### config.mk
export PLATFORM = sky130hd
export DESIGN_NAME = pis_root
export DESIGN_NICKNAME = d
export VERILOG_FILES = /design/src/rtl/pis_pkg.sv /design/src/rtl/pis_root.sv
export SDC_FILE = /design/constraint.sdc
export NUM_CORES = 2
export LEC_CHECK = 0
export BUFFER_PORTS_ARGS = -buffer_cell sky130_fd_sc_hd__buf_2
export CAP_MARGIN = 20
export CORE_UTILIZATION = 40
export DETAILED_ROUTE_END_ITERATION = 6
export SYNTH_ARGS = -nofsm -noshare
export SYNTH_HDL_FRONTEND = slang
export SYNTH_SLANG_ARGS = --single-unit
### constraint.sdc
create_clock -name clk -period 7.2 [get_ports clk]
set_input_delay 0.72 -clock clk [delete_from_list [all_inputs] [get_ports clk]]
set_output_delay 0.72 -clock clk [all_outputs]
set_load 0.005 [all_outputs]
### src/rtl/pis_pkg.sv
`timescale 1ns / 1ps
// ----------------------------------------------------------------------------
// Projectile intercept solver package
// Widths, constants and shared types of the intercept pipeline.
// ----------------------------------------------------------------------------
package pis_pkg;

	localparam int FRAC_BITS = 8;

	localparam int POS_W  = 24;
	localparam int VEL_W  = 21;
	localparam int SPD_W  = 21;
	localparam int D_W    = 25;
	localparam int DD_W   = 50;
	localparam int VV_W   = 42;
	localparam int DVP_W  = 46;
	localparam int DOT_W  = 47;
	localparam int SS_W   = 42;
	localparam int AA_W   = 42;
	localparam int H_W    = 96;
	localparam int ROOT_W = 48;
	localparam int N_W    = 51;
	localparam int TOL_W  = 15;
	localparam int NM_W   = N_W + TOL_W;
	localparam int NUM_W  = 50;
	localparam int DEN_W  = 48;
	localparam int HALF_W = 25;
	localparam int PP_W   = VEL_W + HALF_W;
	localparam int PROD_W = 71;
	localparam int CAP_BITS = 26;
	localparam int REM_W  = 74;
	localparam int MAG_W  = CAP_BITS + 1;
	localparam int SUM_W  = 28;

	localparam int TOL_SCALE = 10000;
	localparam int LIN_LIMIT = ((1 << (2 * FRAC_BITS)) + TOL_SCALE - 1) / TOL_SCALE;

	localparam logic signed [SUM_W-1:0] AIM_MAX = 28'sd8388607;
	localparam logic signed [SUM_W-1:0] AIM_MIN = -28'sd8388608;

	typedef logic [2:0][POS_W-1:0] pos3_t;
	typedef logic [2:0][VEL_W-1:0] vel3_t;

	typedef struct packed {
		pos3_t tgt;
		vel3_t vel;
	} side_t;

	typedef struct packed {
		side_t              side;
		logic               lin;
		logic               aneg;
		logic               disc_ok;
		logic [AA_W-1:0]    aa;
		logic [DOT_W-1:0]   dot;
		logic [DD_W-1:0]    dd;
	} sol_t;

	typedef struct packed {
		side_t              side;
		logic               ok;
		logic [NUM_W-1:0]   num;
		logic [DEN_W-1:0]   den;
	} quo_t;

endpackage

### src/rtl/pis_root.sv
`timescale 1ns / 1ps
// ----------------------------------------------------------------------------
// Intercept root selection
// Candidate times, epsilon test and choice of the time fraction, 4 stages.
// ----------------------------------------------------------------------------
module pis_root (
	input  logic                        clk,
	input  logic                        arst_n,
	input  logic                        en,
	input  logic                        vld,
	input  logic [pis_pkg::ROOT_W-1:0]  root,
	input  pis_pkg::sol_t               sol,
	output logic                        vld_o,
	output pis_pkg::quo_t               quo
);

	logic v_s1, v_s2, v_s3, v_s4;
	pis_pkg::sol_t sol_s1, sol_s2, sol_s3;
	logic signed [pis_pkg::N_W-1:0]  n0_s1, n1_s1, lo_s2, hi_s2, lo_s3, hi_s3;
	logic signed [pis_pkg::NM_W-1:0] lom_s3, him_s3;
	pis_pkg::quo_t quo_s4;

	logic signed [pis_pkg::N_W-1:0]  dotx, rx, n0_c, n1_c;
	logic signed [pis_pkg::NM_W-1:0] lom_c, him_c, aax;
	logic lo_ok, hi_ok, lin_ok;

	always_comb begin
		dotx = {{(pis_pkg::N_W - pis_pkg::DOT_W){sol.dot[pis_pkg::DOT_W-1]}}, sol.dot};
		rx   = {{(pis_pkg::N_W - pis_pkg::ROOT_W){1'b0}}, root};
		n0_c = sol.aneg ? dotx - rx : rx - dotx;
		n1_c = sol.aneg ? dotx + rx : -dotx - rx;

		lom_c = lo_s2 * $signed(pis_pkg::TOL_W'(pis_pkg::TOL_SCALE));
		him_c = hi_s2 * $signed(pis_pkg::TOL_W'(pis_pkg::TOL_SCALE));

		aax    = {{(pis_pkg::NM_W - pis_pkg::AA_W){1'b0}}, sol_s3.aa};
		lo_ok  = lom_s3 >= aax;
		hi_ok  = him_s3 >= aax;
		lin_ok = !sol_s3.dot[pis_pkg::DOT_W-1] && (sol_s3.dot != '0);
	end

	always_ff @(posedge clk or negedge arst_n) begin
		if (!arst_n) begin
			{v_s1, v_s2, v_s3, v_s4} <= '0;
		end else if (en) begin
			v_s1 <= vld;
			v_s2 <= v_s1;
			v_s3 <= v_s2;
			v_s4 <= v_s3;
		end
	end

	always_ff @(posedge clk) begin
		if (en) begin
			sol_s1 <= sol;
			n0_s1  <= n0_c;
			n1_s1  <= n1_c;

			sol_s2 <= sol_s1;
			lo_s2  <= (n0_s1 < n1_s1) ? n0_s1 : n1_s1;
			hi_s2  <= (n0_s1 < n1_s1) ? n1_s1 : n0_s1;

			sol_s3 <= sol_s2;
			lo_s3  <= lo_s2;
			hi_s3  <= hi_s2;
			lom_s3 <= lom_c;
			him_s3 <= him_c;

			quo_s4.side <= sol_s3.side;
			if (sol_s3.lin) begin
				quo_s4.ok  <= lin_ok;
				quo_s4.num <= sol_s3.dd;
				quo_s4.den <= {sol_s3.dot[pis_pkg::DEN_W-2:0], 1'b0};
			end else begin
				quo_s4.ok  <= sol_s3.disc_ok && (lo_ok || hi_ok);
				quo_s4.num <= lo_ok ? lo_s3[pis_pkg::NUM_W-1:0] : hi_s3[pis_pkg::NUM_W-1:0];
				quo_s4.den <= {{(pis_pkg::DEN_W - pis_pkg::AA_W){1'b0}}, sol_s3.aa};
			end
		end
	end

	assign vld_o = v_s4;
	assign quo   = quo_s4;

endmodule

==> After elaboration in Yosys (flattened, before gate mapping) <==
Index checks and enable logic that the tools add are counted.
{ "totals": {"in_bits": 329, "word_cells": 77, "output_inout_bits": 235, "regBits": 1494} }
{ "op_classes": {"magnitude_cmp": 3, "n_mul": 2, "reduce_logical": 5, "muxes": 6, "n_addsub": 5} }
{ "op_table": {"columns": ["operator", "count"], "rows": [
  ["$mux 51", 4],
  ["$ge 66x43->1", 2],
  ["$mul 51x11->62 const B", 2],
  ["$mux 99", 1],
  ["$lt 51x51->1", 1],
  ["$neg 47->51", 1],
  ["$sub 51x49->51", 1],
  ["$add 47x49->50", 1],
  ["$mux 50", 1],
  ["$sub 47x49->50", 1],
  ["$sub 49x47->50", 1],
  ["$reduce_bool 47->1", 1],
  ["$logic_and 1x1->1", 2],
  ["$logic_not 1->1", 1],
  ["$logic_or 1x1->1", 1]
]} }

==> Logic depth before layout (Yosys ltp) <==
{ "depth": {"ltp_word": 4, "ltp_mapped": 20, "mapped_depth_nobuf": 20} }

==> Worst setup path after synthesis <==
Ideal clock, no wire load.
{ "synth_timing": {"kind": "register to register", "start": "register hi_s2[4] (netlist bit)", "end": "register him_s3[62] (netlist bit) (data pin)", "slack_ns": 1.762, "n_path_buf": 0, "t_arrival_ns": 5.180, "path_stages_with_launch": 21, "required_ns": 6.942, "path_cell_list": "edfxtp_1 -> ha_1 -> ha_1 -> inv_1 -> fa_1 -> inv_1 -> fa_1 -> inv_1 -> fa_1 -> inv_1 -> ha_1 -> and3_1 -> a221oi_2 -> a21oi_1 -> a221oi_4 -> o211a_1 -> o21ai_2 -> a221oi_4 -> o31ai_2 -> a31oi_1 -> xnor2_1"} }
{ "synth_via": {"elab_chain_len": 1} }
{ "synth_lines": {"columns": ["item", "line", "source"], "rows": [
  ["start, declared", "pis_root.sv:19", "logic signed [pis_pkg::N_W-1:0] n0_s1, n1_s1, lo_s2, hi_s2, lo_s3, hi_s3;"],
  ["start signal, assigned", "pis_root.sv:61", "hi_s2 <= (n0_s1 < n1_s1) ? n1_s1 : n0_s1;"],
  ["$mul 51x11->62", "pis_root.sv:34", "him_c = hi_s2 * $signed(pis_pkg::TOL_W'(pis_pkg::TOL_SCALE));"],
  ["net him_c, one bit", "pis_root.sv:24", "logic signed [pis_pkg::NM_W-1:0] lom_c, him_c, aax;"],
  ["end signal, assigned", "pis_root.sv:67", "him_s3 <= him_c;"],
  ["end, declared", "pis_root.sv:20", "logic signed [pis_pkg::NM_W-1:0] lom_s3, him_s3;"]
]} }
The timed path passes the listed nets, and every way through them passes these cells.
A chain may end at the register's enable or synchronous reset.

==> Final worst setup path <==
{ "layout_timing": {"start": "register lo_s2[4] (netlist bit)", "end": "register lom_s3[65] (netlist bit) (data pin)"} }
{ "layout_via": {"elab_chain_len": 1} }
{ "layout_lines": {"columns": ["item", "line", "source"], "rows": [
  ["start, declared", "pis_root.sv:19", null],
  ["start signal, assigned", "pis_root.sv:60", "lo_s2 <= (n0_s1 < n1_s1) ? n0_s1 : n1_s1;"],
  ["$mul 51x11->62", "pis_root.sv:33", "lom_c = lo_s2 * $signed(pis_pkg::TOL_W'(pis_pkg::TOL_SCALE));"],
  ["net lom_c, one bit", "pis_root.sv:24", null],
  ["end signal, assigned", "pis_root.sv:66", "lom_s3 <= lom_c;"],
  ["end, declared", "pis_root.sv:20", null]
]} }
The timed path passes the listed nets, and every way through them passes these cells.

==> impl_results.md <==
* Placement Setup Slack at approximately 0.92 ns
* Number of warnings printed during yosys synthesis at 0
* Initial antenna violation count at 34
* Sequence of cells on the critical path: ha_1 > ha_1 > inv_1 > fa_1 > inv_1 > fa_1 > inv_1 > fa_1 > inv_1 > ha_1 > o211ai_1 > o21ai_0 > o221ai_1 > a2111oi_0 > buf_4 > o21ai_0 > buf_4 > a31oi_1 > a221o_2 > a221oi_2 > nand2b_1 > xnor2_1
* Category of the worst setup path launch point: flip-flop
* Number of cells traversed by the worst hold path at 1
* Number of vias after detailed routing at between 40000 and 50000
* Share of synthesized cell area in full adder, half adder and majority cells at roughly a fifth
* Worst EP required at 7.71 ns
* Simple-gate portion of the synthesized area at 5.15%
* Max_slew headroom at 18.2%
* CTS root buffer: clkbuf_16
* Drt pass-1 iters at 7
* Violation count after the first detailed-routing iteration at between 3000 and 4000
* Leading cell types in the layout, fill and taps excluded: 1478 x edfxtp_1, 885 x ha_1, 802 x inv_1
* Sinks on the clock net at ~1500
* Remaining design rule violation count at 1
* Worst reg2reg startpoint: lo_s2[4]
* Later-pin clock latency in the skew report at 0.81 ns
* Startpoint of the lowest-slack hold path: sol[152]
* Placement Rows at 165
* Total congestion overflow after global routing at 0
* Fraction of layout instances using a drive strength above 1 at roughly 14%
* Worst min-delay path endpoint: sol_s1[152]
* Worst reg2reg path depth at 22
* Height of the die at 453 µm
* Register-to-register path setup slack at 0.78 ns
* Final setup violating endpoints at 0
* Count of endpoints failing hold in the final timing report at 0
* Total track usage at 20.3%
* Capturing point of the worst reg2reg path: lom_s3[65]
* Global-route wire length before repair at 311 mm
* TritonCTS clock tree: done
* Post-synthesis instance area at 81300 µm²
* Area Growth Syn to Fin at 14.8%
* Cell seen most often among critical-path stages: inv_1
* Worst-path cell with the longest stage delay: o21ai_0
* Vias in the first global route at 50033
* Result of the run: finished, violations left
* Max-cap viol count at 0
* Number of top-level pins at 564
* DR vias/cell at between 5 and 6
* Worst endpoint data arrival time at 6.93 ns
* Clk buf depth at 3
* Total Routed Length at 211 mm
* Gate Count Post-Synth at 6137
* Number of flops mapped to enable cells by yosys at 1478
* Port bufs at 563
* # H-tree levels at 4
* Post-detailed-route wirelength per cell at 21.9 µm
* Nets at 8348
* Clock transition at the registers of the reported paths at 0.06 ns
* Worst-path maximum fanout at 6
* Gate family responsible for the most delay along the worst path: adder cells
* Highest cell delay on the worst timing path at 0.55 ns
* Die Outline Area at 205000 µm²
* CTS Buf Count at around 160
* Failing checks: DRC
* Critical path start-end classification: flip-flop to flip-flop
* Skew final at 0.0380 ns
* Flop and latch count out of synthesis at 1482
* Main synth FF type: edfxtp_1
* Die Width at 453 µm
* Setup crit end kind: flip-flop
* Proportion of synthesized area in mux cells at 2.43%
* Detailed-placement wirelength estimate at 165 mm
* Classification of the worst-slack hold path: input pin to flip-flop
* Commonest non-fill, non-tap cell in the layout: edfxtp_1
* Maximum number of pins on one net before global-route repair at 172
* Combinational family with the most area after synthesis: adder cells
* RD Place Congestion at between 0.9 and 1
* Compound-gate portion of the synthesized area at 9.60%
* Summed negative setup slack over all endpoints at 0 ns
* Xor and xnor fraction of the mapped netlist area at under 10%
* Core area at 202000 µm²
* Unrepaired setup endpoints after global routing: false
* Number of different library cells in the post-synthesis netlist at 85
* Time the final worst path needs with I/O delays and setup at 6.42 ns
* Mapped Nets at 7654
* Sequential cell area fraction in the yosys report at 54.7%
* Period utilization at 89.2%
* Actual transition at the worst max-transition pin at 1.21 ns
* Smallest hold slack at 0.0836 ns
* Number of antenna-violating nets in the routed design at 0
* Bufs and invs on worst path at 6
* Initial Utilization at between 40% and 50%
* Maximum operating frequency at 156 MHz
* Number of slew-limit violations in the final report at 0
* Average size of a mapped cell at 13.2 µm²
* Post-synthesis async set-or-reset flop share at less than 1%
* Post-layout worst setup margin at between 0.7 and 0.8 ns
* Setup fix buffers added after clock tree synthesis at 0
## how the worst max path moves through the flow
stage,slack [ns],to,cells past startpoint,start
after floorplan,1.76,him_s3[62],20,hi_s2[4]
after global placement,0.97,lom_s3[65],22,lo_s2[4]
after detailed placement,0.92,lom_s3[65],22,lo_s2[4]
after CTS,0.87,lom_s3[65],22,lo_s2[4]
after global routing,0.50,lom_s3[65],22,lo_s2[4]
final,0.78,lom_s3[65],22,lo_s2[4]
## timing repair
action | in CTS | in global routing
hold endpoints to repair | 68 | 0
resized for setup | 0 | 0
hold buffers | 65 | 0
## area by class of cell
| cell class | count | area [µm²] |
|---|---|---|
| diodes | 8 | 20.0 |
| clock inverters | 95 | 1190 |
| clock buffers | 187 | 4120 |
| flip-flops and latches | 1482 | 44500 |
| fillers | 18040 | 109000 |
| inverters | 815 | 3060 |
| repair buffers | 669 | 3920 |
| multi-input cells | 3706 | 33200 |
| well taps | 2672 | 3340 |
## registers in the layout, summed over array words and instances, names as in the netlist, 42 cells and up
signal	count
sol_s2	276
sol_s1	276
aax	42
lo_s3	50
hi_s3	49
n1_s1	50
hi_s2	50
n0_s1	50
quo	234
sol_s3	234
lo_s2	51
him_s3	58
lom_s3	58
## cell usage after synthesis (31+ instances only)
master | n | area, µm²
nand2_1 | 259 | 972
o31ai_1 | 44 | 330
o21ai_0 | 287 | 1440
xnor2_1 | 179 | 1570
a31oi_1 | 39 | 244
o21bai_1 | 68 | 510
clkbuf_1 | 92 | 345
nand4_1 | 70 | 438
a211oi_1 | 46 | 345
fa_1 | 303 | 6070
ha_1 | 885 | 11100
nand2b_1 | 31 | 194
nand3_1 | 58 | 290
a21o_1 | 134 | 1010
nor2_1 | 203 | 762
a21oi_1 | 392 | 1960
inv_1 | 802 | 3010
o211ai_1 | 38 | 285
mux2_2 | 88 | 991
nor2b_1 | 42 | 263
mux2i_1 | 68 | 681
nor4_1 | 60 | 375
xor2_1 | 60 | 526
edfxtp_1 | 1478 | 44400
nor3_1 | 45 | 225
## per-stage QoR
| stage | utilization (%) | cells | instance area (µm²) |
|---|---|---|---|
| 6_report | 46.2 | 9634 | 93400 |
| 5_1_grt | 46.2 | 9631 | 93400 |
| 4_1_cts | 46.2 | 9623 | 93300 |
| 3_5_place_dp | 43.2 | 9276 | 87300 |
| 3_3_place_gp | 43.2 | 9276 | 87300 |
| 2_1_floorplan | - | 6137 | 81300 |
## logic make-up after synthesis
family          Yosys count
buf+inv                 949
fa+ha+maj              1188
compound gates         1238
simple gates            865
xor+xnor                239
flops                  1482
mux                     176
## routing by layer
| layer | wire length (µm) | vias to the layer above | global-route usage, % |
|---|---|---|---|
| li1 | - | 23675 | - |
| met1 | 96700 | 24529 | 28.4 |
| met5 | 0 | - | 0 |
| met3 | 8970 | 302 | 2.42 |
| met4 | 5930 | 0 | 6.45 |
| met2 | 99600 | 1231 | 32.8 |
Power is not shown: default switching activity piles up to over one toggle a cycle in this logic, so the estimate is an artifact.
